`config.mk`:
```
export PLATFORM = sky130hd
export DESIGN_NAME = top_k_sorted_insert_list_core
export DESIGN_NICKNAME = d
export VERILOG_FILES = /design/src/hdl/tkl_pkg.sv /design/src/hdl/tkl_ctrl.sv /design/src/hdl/tkl_dpath.sv /design/src/hdl/top_k_sorted_insert_list_core.sv
export SDC_FILE = /design/constraint.sdc
export NUM_CORES = 1
export LEC_CHECK = 0
export BUFFER_PORTS_ARGS = -buffer_cell sky130_fd_sc_hd__buf_2
export CORE_MARGIN = 5
export CORE_UTILIZATION = 50
export CTS_BUF_LIST = sky130_fd_sc_hd__clkbuf_4 sky130_fd_sc_hd__clkbuf_8
export DETAILED_ROUTE_END_ITERATION = 6
export GPL_TIMING_DRIVEN = 0
export PLACE_DENSITY = 0.7
export SYNTH_ARGS = -nofsm -noshare
export SYNTH_HDL_FRONTEND = slang
export SYNTH_SLANG_ARGS = --single-unit
export TNS_END_PERCENT = 5
```
`constraint.sdc`:
```
create_clock -name clk -period 8.4 [get_ports clk]
set_input_delay 1.68 -clock clk [delete_from_list [all_inputs] [get_ports clk]]
set_output_delay 1.68 -clock clk [all_outputs]
set_load 0.05 [all_outputs]
```
`src/hdl/tkl_pkg.sv`:
```
// Package with the request and response types, the state encoding and the list depth default.
`timescale 1ns / 1ps
package tkl_pkg;

	localparam int LIST_DEPTH_DEF = 8;

	typedef enum logic [1:0] {
		REQ_INSERT = 2'd0,
		REQ_QUERY  = 2'd1,
		REQ_READ   = 2'd2,
		REQ_CLEAR  = 2'd3
	} tkl_req_type_t;

	typedef struct packed {
		tkl_req_type_t      req_type;
		logic [15:0]        item_key;
		logic signed [15:0] item_score;
		logic [2:0]         read_rank;
	} tkl_req_t;

	typedef struct packed {
		logic               accepted;
		logic [2:0]         insert_position;
		logic               found;
		logic               entry_valid;
		logic [15:0]        entry_key;
		logic signed [15:0] entry_score;
		logic [3:0]         fill_count;
	} tkl_rsp_t;

	typedef enum logic {
		ST_IDLE = 1'b0,
		ST_HOLD = 1'b1
	} tkl_state_t;

	typedef struct packed {
		logic exec;
	} tkl_cmd_t;

endpackage

```
`src/hdl/tkl_ctrl.sv`:
```
// Controller that runs the request and response handshakes and tells the datapath when to execute.
`timescale 1ns / 1ps
module tkl_ctrl (
	input  logic           clk,
	input  logic           arst_n,
	input  logic           req_valid,
	output logic           req_stall,
	output logic           rsp_valid,
	input  logic           rsp_stall,
	output tkl_pkg::tkl_cmd_t cmd
);
	import tkl_pkg::*;

	tkl_state_t state_q;
	tkl_state_t state_d;

	always_ff @(posedge clk or negedge arst_n) begin
		if (!arst_n) begin
			state_q <= ST_IDLE;
		end else begin
			state_q <= state_d;
		end
	end

	always_comb begin
		req_stall = 1'b0;
		rsp_valid = 1'b0;
		cmd.exec = 1'b0;
		state_d = state_q;
		unique case (state_q)
			ST_IDLE: begin
				cmd.exec = req_valid;
				if (req_valid) begin
					state_d = ST_HOLD;
				end
			end
			ST_HOLD: begin
				rsp_valid = 1'b1;
				req_stall = rsp_stall;
				cmd.exec = req_valid && !rsp_stall;
				if (!rsp_stall && !req_valid) begin
					state_d = ST_IDLE;
				end
			end
			default: begin
				state_d = ST_IDLE;
			end
		endcase
	end

endmodule

```
`src/hdl/tkl_dpath.sv`:
```
// Datapath holding the sorted entries, the parallel compare and shift, and the response register.
`timescale 1ns / 1ps
module tkl_dpath #(
	parameter int LIST_DEPTH = tkl_pkg::LIST_DEPTH_DEF
) (
	input  logic              clk,
	input  logic              arst_n,
	input  tkl_pkg::tkl_cmd_t cmd,
	input  tkl_pkg::tkl_req_t req,
	output tkl_pkg::tkl_rsp_t rsp
);
	import tkl_pkg::*;

	localparam int CNT_W = $clog2(LIST_DEPTH + 1);
	localparam int EXT_W = (CNT_W > 4) ? CNT_W : 4;

	logic [15:0]        key_q   [LIST_DEPTH];
	logic signed [15:0] score_q [LIST_DEPTH];
	logic [15:0]        key_d   [LIST_DEPTH];
	logic signed [15:0] score_d [LIST_DEPTH];
	logic [CNT_W-1:0]   count_q;
	logic [CNT_W-1:0]   count_d;
	logic [EXT_W-1:0]   count_ext;
	logic [LIST_DEPTH-1:0] valid_v;
	logic [LIST_DEPTH-1:0] beats_v;
	logic [LIST_DEPTH-1:0] match_v;
	logic [EXT_W-1:0]   pos;
	logic               ins_ok;
	tkl_rsp_t           rsp_d;
	tkl_rsp_t           rsp_q;

	assign count_ext = EXT_W'(count_q);

	for (genvar g = 0; g < LIST_DEPTH; g++) begin : g_cmp
		assign valid_v[g] = EXT_W'(g) < count_ext;
		assign beats_v[g] = valid_v[g] && (req.item_score > score_q[g]);
		assign match_v[g] = valid_v[g] && (req.item_key == key_q[g]);
	end

	always_comb begin
		pos = count_ext;
		for (int i = LIST_DEPTH - 1; i >= 0; i--) begin
			if (beats_v[i]) begin
				pos = EXT_W'(i);
			end
		end
	end

	assign ins_ok = pos < EXT_W'(LIST_DEPTH);

	for (genvar g = 0; g < LIST_DEPTH; g++) begin : g_entry
		always_comb begin
			key_d[g] = key_q[g];
			score_d[g] = score_q[g];
			if (req.req_type == REQ_CLEAR) begin
				key_d[g] = '0;
				score_d[g] = '0;
			end else if (req.req_type == REQ_INSERT && ins_ok) begin
				if (EXT_W'(g) == pos) begin
					key_d[g] = req.item_key;
					score_d[g] = req.item_score;
				end else if (EXT_W'(g) > pos) begin
					if (g > 0) begin
						key_d[g] = key_q[(g > 0) ? g - 1 : 0];
						score_d[g] = score_q[(g > 0) ? g - 1 : 0];
					end
				end
			end
		end
	end

	always_comb begin
		count_d = count_q;
		if (req.req_type == REQ_CLEAR) begin
			count_d = '0;
		end else if (req.req_type == REQ_INSERT && ins_ok
				&& count_ext < EXT_W'(LIST_DEPTH)) begin
			count_d = count_q + CNT_W'(1);
		end
	end

	always_comb begin
		rsp_d = '0;
		unique case (req.req_type)
			REQ_INSERT: begin
				rsp_d.accepted = ins_ok;
				rsp_d.insert_position = ins_ok ? pos[2:0] : 3'd0;
			end
			REQ_QUERY: begin
				rsp_d.found = |match_v;
			end
			REQ_READ: begin
				for (int i = 0; i < LIST_DEPTH; i++) begin
					if (EXT_W'(req.read_rank) == EXT_W'(i) && valid_v[i]) begin
						rsp_d.entry_valid = 1'b1;
						rsp_d.entry_key = key_q[i];
						rsp_d.entry_score = score_q[i];
					end
				end
			end
			REQ_CLEAR: begin
				rsp_d.accepted = 1'b0;
			end
			default: begin
				rsp_d = '0;
			end
		endcase
		rsp_d.fill_count = 4'(EXT_W'(count_d));
	end

	always_ff @(posedge clk or negedge arst_n) begin
		if (!arst_n) begin
			count_q <= '0;
			for (int i = 0; i < LIST_DEPTH; i++) begin
				key_q[i] <= '0;
				score_q[i] <= '0;
			end
		end else if (cmd.exec) begin
			count_q <= count_d;
			for (int i = 0; i < LIST_DEPTH; i++) begin
				key_q[i] <= key_d[i];
				score_q[i] <= score_d[i];
			end
		end
	end

	always_ff @(posedge clk or negedge arst_n) begin
		if (!arst_n) begin
			rsp_q <= '0;
		end else if (cmd.exec) begin
			rsp_q <= rsp_d;
		end
	end

	assign rsp = rsp_q;

endmodule

```
`src/hdl/top_k_sorted_insert_list_core.sv`:
```
// Top level of the top-K sorted insertion list: controller, datapath and checks.
`timescale 1ns / 1ps
// The block keeps the best LIST_DEPTH (key, signed score) pairs in descending
// score order and serves insert, membership query, read-by-rank and clear
// requests, each giving one response beat. Every entry is compared against
// the request in parallel and the whole list shifts when the request is
// accepted, so the response appears in the cycle after the request beat.
// The response sits in an output register, and a new request is taken in the
// cycle the previous response is taken, giving one request per cycle when the
// response side does not stall.
module top_k_sorted_insert_list_core #(
	parameter int LIST_DEPTH = tkl_pkg::LIST_DEPTH_DEF
) (
	input  logic              clk,
	input  logic              arst_n,
	input  logic              req_valid,
	output logic              req_stall,
	input  tkl_pkg::tkl_req_t req,
	output logic              rsp_valid,
	input  logic              rsp_stall,
	output tkl_pkg::tkl_rsp_t rsp
);
	import tkl_pkg::*;

	tkl_cmd_t cmd;

	tkl_ctrl u_ctrl (
		.clk       (clk),
		.arst_n    (arst_n),
		.req_valid (req_valid),
		.req_stall (req_stall),
		.rsp_valid (rsp_valid),
		.rsp_stall (rsp_stall),
		.cmd       (cmd)
	);

	tkl_dpath #(
		.LIST_DEPTH (LIST_DEPTH)
	) u_dpath (
		.clk    (clk),
		.arst_n (arst_n),
		.cmd    (cmd),
		.req    (req),
		.rsp    (rsp)
	);

`ifndef ASSERT_OFF
	a_rsp_follows: assert property (@(posedge clk) disable iff (!arst_n)
		req_valid && !req_stall |=> rsp_valid)
		else $error("Accepted request produced no response beat.");

	a_one_kind: assert property (@(posedge clk) disable iff (!arst_n)
		rsp_valid |-> $onehot0({rsp.accepted, rsp.found, rsp.entry_valid}))
		else $error("Response carries results of more than one request kind.");

	a_pos_zero: assert property (@(posedge clk) disable iff (!arst_n)
		rsp_valid && !rsp.accepted |-> rsp.insert_position == 3'd0)
		else $error("Insert position set on a response without an insert.");

	a_fill_bound: assert property (@(posedge clk) disable iff (!arst_n)
		rsp_valid |-> 32'(rsp.fill_count) <= 32'(LIST_DEPTH))
		else $error("Fill count beyond the list depth.");
`endif

endmodule
```
==> results.toml <==
[sta]
hold_viol_final = 0
rsz0062_at_grt = "no"
final.min_clock_period_ns = 6.22
skew_ns = 0.0324
worst_slew_margin_rel = 0.0473
min_period_over_period = 0.740
slew_violations = 0
setup_violations = 0
worst_pin_slew_ns = 1.42
fmax_mhz = 161
worst_slack_ns = 2.18
finalHoldWorstSlack_ns = 0.467

[global_routing]
grtUsageMet2 = 0.499
antenna_found_initial = 2
grt.met1_usage = 0.485
grt_pass1_vias = 18100
grt_first_pass_wirelength_um = 116000
grt_util_met3 = 0.0811
largest_net_degree_at_the_start_of_global_routing = 110
overflow = 0
grt_most_used_layer = "met2"
global_route.usage.total = 0.346

[setup_path]
critPathRequiredTime_ns = 8.86
critical_path.endpoint_type = "flip-flop"
crit_fanout = 10
critical_path.startpoint_type = "input port"
timing.critical_path.arrival_ns = 6.68
path_class = "in -> reg"
r2r_cells = 13

[clock_network]
clk_path_buf_depth = 3
ctsHtreeMaxLevel = 2
cts.clk_slew.worst_paths_ns = 0.06
cts-hold-fix-buffers = 0
postCtsSetupBuffers = 0
tritoncts.num_buffers = 53
tritoncts_num_sinks = 299
worst_skew_pair.late_latency_ns = 0.67
postCtsResizedCells = 0
clock-root-buffer = "sky130_fd_sc_hd__clkbuf_8"
cts_tree = "done"

[logic_synthesis]
seq_area_frac_synth = 0.370
yosys_warnings = 0
synth_area_um2 = 20200
post_synth_and_or_nand_nor_area_fraction = 0.113
synth_fp_nets = 2331
synth-edff-count = 0
synth_mux_area_frac = 0.131
async_reset_ff_frac = 1.00
ys_types = 79
combinational_family_with_the_most_area_after_synthesis = "compound AO/OA/AOI/OAI gates"
synth-xor-area-share = 0.0542
ys.flop_type = "sky130_fd_sc_hd__dfrtp_1"
syn_area_per_cell_um2 = 9.36
synth_fa_ha_area_frac = 0.0805
synth-compound-area-share = 0.187
synthesis.instances = 2160
synth-seq-cells = 299

[floorplan]
floorplan.die_area_um2 = 44500
floorplan.initialDensity = 0.507
io-pin-count = 85
die_y_um = 211
core.rowCount = 73
core-area_um2 = 39800
floorplan_die_width_um = 211

[run_status]
outcome = "finished, final reports clean"

[power_and_ir_drop]
switching_power_mw = 3.08
static-leakage-power_nw = 10.0
share_comb_of_total_power = 0.414
seq_pwr_share = 0.370
cell_internal_power_mw = 3.94
vdd_ir_drop_max_mv = 0.161
sw_frac_of_total = 0.439
clkPwrFrac = 0.216
power_per_cell_area_nw_per_um2 = 313

[detailed_routing]
detailed_route_via_count = 18500
route.detailed.vias_per_inst = 6.51
route.detailed.wl_per_inst_um = 27.6
drt_first_pass_iters = 5
ant_nets = 0
route.detailed.drc = 0
drt_iter0_drc = 2452
routed_wirelength_um = 78600

[layout]
post_route_cells_drive_above_1_share = 0.104
flow.area_growth_from_synthesis_pct = 11.0
final_net_count = 2452

[place]
hpwl_um = 56600
buffer_ports.inserted = 62
preCtsSetupSlack_ns = 1.89
place_congestion = 1.03

[hold_path]
hold_class = "reg -> reg"
hold-path-cell-count = 1

[run]
drv.max_cap_violation_count = 0
-- layout by cell type (no fill, tap or decap), types with 28 or more instances in the layout --
cell,netlist,final
sky130_fd_sc_hd__nand4_1,39,39
sky130_fd_sc_hd__buf_2,32,93
sky130_fd_sc_hd__nand2_1,285,285
sky130_fd_sc_hd__inv_1,140,140
sky130_fd_sc_hd__a31oi_1,37,37
sky130_fd_sc_hd__xnor2_1,63,63
sky130_fd_sc_hd__a21o_1,37,37
sky130_fd_sc_hd__a221oi_1,34,34
sky130_fd_sc_hd__mux2_1,28,28
sky130_fd_sc_hd__o31ai_1,33,33
sky130_fd_sc_hd__o21ai_0,87,87
sky130_fd_sc_hd__a22oi_1,64,64
sky130_fd_sc_hd__clkbuf_8,0,68
sky130_fd_sc_hd__a21oi_1,47,47
sky130_fd_sc_hd__a22o_1,63,63
sky130_fd_sc_hd__nand3_1,30,30
sky130_fd_sc_hd__dfrtp_1,299,299
sky130_fd_sc_hd__o21ai_1,79,79
sky130_fd_sc_hd__clkbuf_1,112,112
sky130_fd_sc_hd__ha_1,130,130
sky130_fd_sc_hd__nor2_1,29,29
sky130_fd_sc_hd__xor2_1,62,62
sky130_fd_sc_hd__mux2i_1,226,226
-- Yosys cell counts, drive strengths merged (3+ instances only) --
cell	count	area, µm²
mux2	33	375
a211oi	8	65.1
nand2b	8	50.1
a21o	37	278
clkbuf	113	425
o311ai	3	33.8
nand2	286	1080
a22o	63	552
nand3b	3	22.5
o211ai	7	52.6
o22ai	16	100
xor2	62	543
or3	5	31.3
o221ai	5	61.3
inv	141	529
buf	60	352
a31oi	38	244
nor4	26	178
mux2i	226	2260
nor2b	10	62.6
xnor2	63	552
ha	130	1630
o31ai	33	248
nand3	30	150
a21oi	47	235
a22oi	64	480
nor2	29	109
nand4	39	244
nor3b	4	41.3
dfrtp	299	7480
and4	6	52.6
a221oi	34	298
o21ai	169	865
a21boi	7	71.3
nor4b	3	26.3
nor3	23	160
and3	4	25.0
-- logic make-up (layout without fill, tap and decap cells) --
group | Yosys count | after routing
xor+xnor | 125 | 125
compound gates | 551 | 551
fa+ha+maj | 130 | 130
flops | 299 | 299
other cells | 0 | 1
buf+inv | 314 | 474
simple gates | 482 | 482
mux | 259 | 259
-- flip-flops by register name (all words and copies together), names as in the netlist --
name,count
u_ctrl.state_q,1
u_dpath.count_ext,4
u_dpath.key_q,128
u_dpath.rsp,38
u_dpath.score_q,128
-- final cells by class --
type | instances | area [µm²]
Antenna cell | 1 | 2.50
Buffer | 173 | 777
Clock buffer | 89 | 1090
Clock inverter | 5 | 62.6
Fill cell | 3612 | 17400
Inverter | 141 | 529
Multi-Input combinational cell | 1547 | 11400
Sequential cell | 299 | 7480
Tap cell | 525 | 657
Timing Repair Buffer | 66 | 390
-- final timing paths --
check	slack, ns	to	start
min in group asynchronous	0.99	u_dpath.rsp[14]	arst_n
worst min register to register	0.47	u_dpath.rsp[21]	u_dpath.rsp[21]
worst max-delay path	2.18	u_dpath.score_q[5]	req[18]
max in group asynchronous	5.84	u_dpath.key_q[110]	arst_n
worst max register to register	2.94	u_dpath.score_q[5]	u_dpath.score_q[79]
worst min-delay path	0.47	u_dpath.rsp[21]	u_dpath.rsp[21]
-- metrics by stage --
stage / cells / power (mW) / util / setup TNS (ns) / cell area [µm²]
6_report: 2846 / 7.02 / 0.563 / 0 / 22400
3_3_place_gp: 2747 / 5.30 / 0.532 / -57.29 / 21200
3_5_place_dp: 2751 / 5.41 / 0.534 / 0 / 21300
4_1_cts: 2845 / 6.93 / 0.563 / 0 / 22400
5_1_grt: 2846 / 7.38 / 0.563 / 0 / 22400
2_1_floorplan: 2160 / 4.40 / - / 0 / 20200
-- power groups by stage --
| stage | Clock, mW | Combinational [mW] | Sequential, mW |
|---|---|---|---|
| global route | 1.58 | 3.15 | 2.65 |
| finish | 1.51 | 2.91 | 2.60 |
| global placement | 0 | 2.75 | 2.56 |
| floorplan | 0 | 2.00 | 2.40 |
| detailed placement | 0 | 2.83 | 2.58 |
| CTS | 1.52 | 2.85 | 2.56 |
-- metal layers --
layer / up-vias / wire length, µm
met2: 1200 / 32800
li1: 8025 / -
met5: - / 0
met3: 242 / 9550
met1: 9073 / 31600
met4: 0 / 4700
-- critical path: stages --
cell                       delay [ns]
sky130_fd_sc_hd__buf_2           0.19
sky130_fd_sc_hd__ha_1            0.36
sky130_fd_sc_hd__nand4_1         0.28
sky130_fd_sc_hd__nor3_1          0.66
sky130_fd_sc_hd__a21boi_1        0.59
sky130_fd_sc_hd__nor4_1          0.20
sky130_fd_sc_hd__mux2i_1         0.45
sky130_fd_sc_hd__nor4bb_1        0.31
sky130_fd_sc_hd__buf_4           0.23
sky130_fd_sc_hd__a41o_1          0.19
sky130_fd_sc_hd__clkbuf_1        0.59
sky130_fd_sc_hd__buf_1           0.66
sky130_fd_sc_hd__o22ai_1         0.25
No activity file was read; power rests on OpenSTA's default activity.
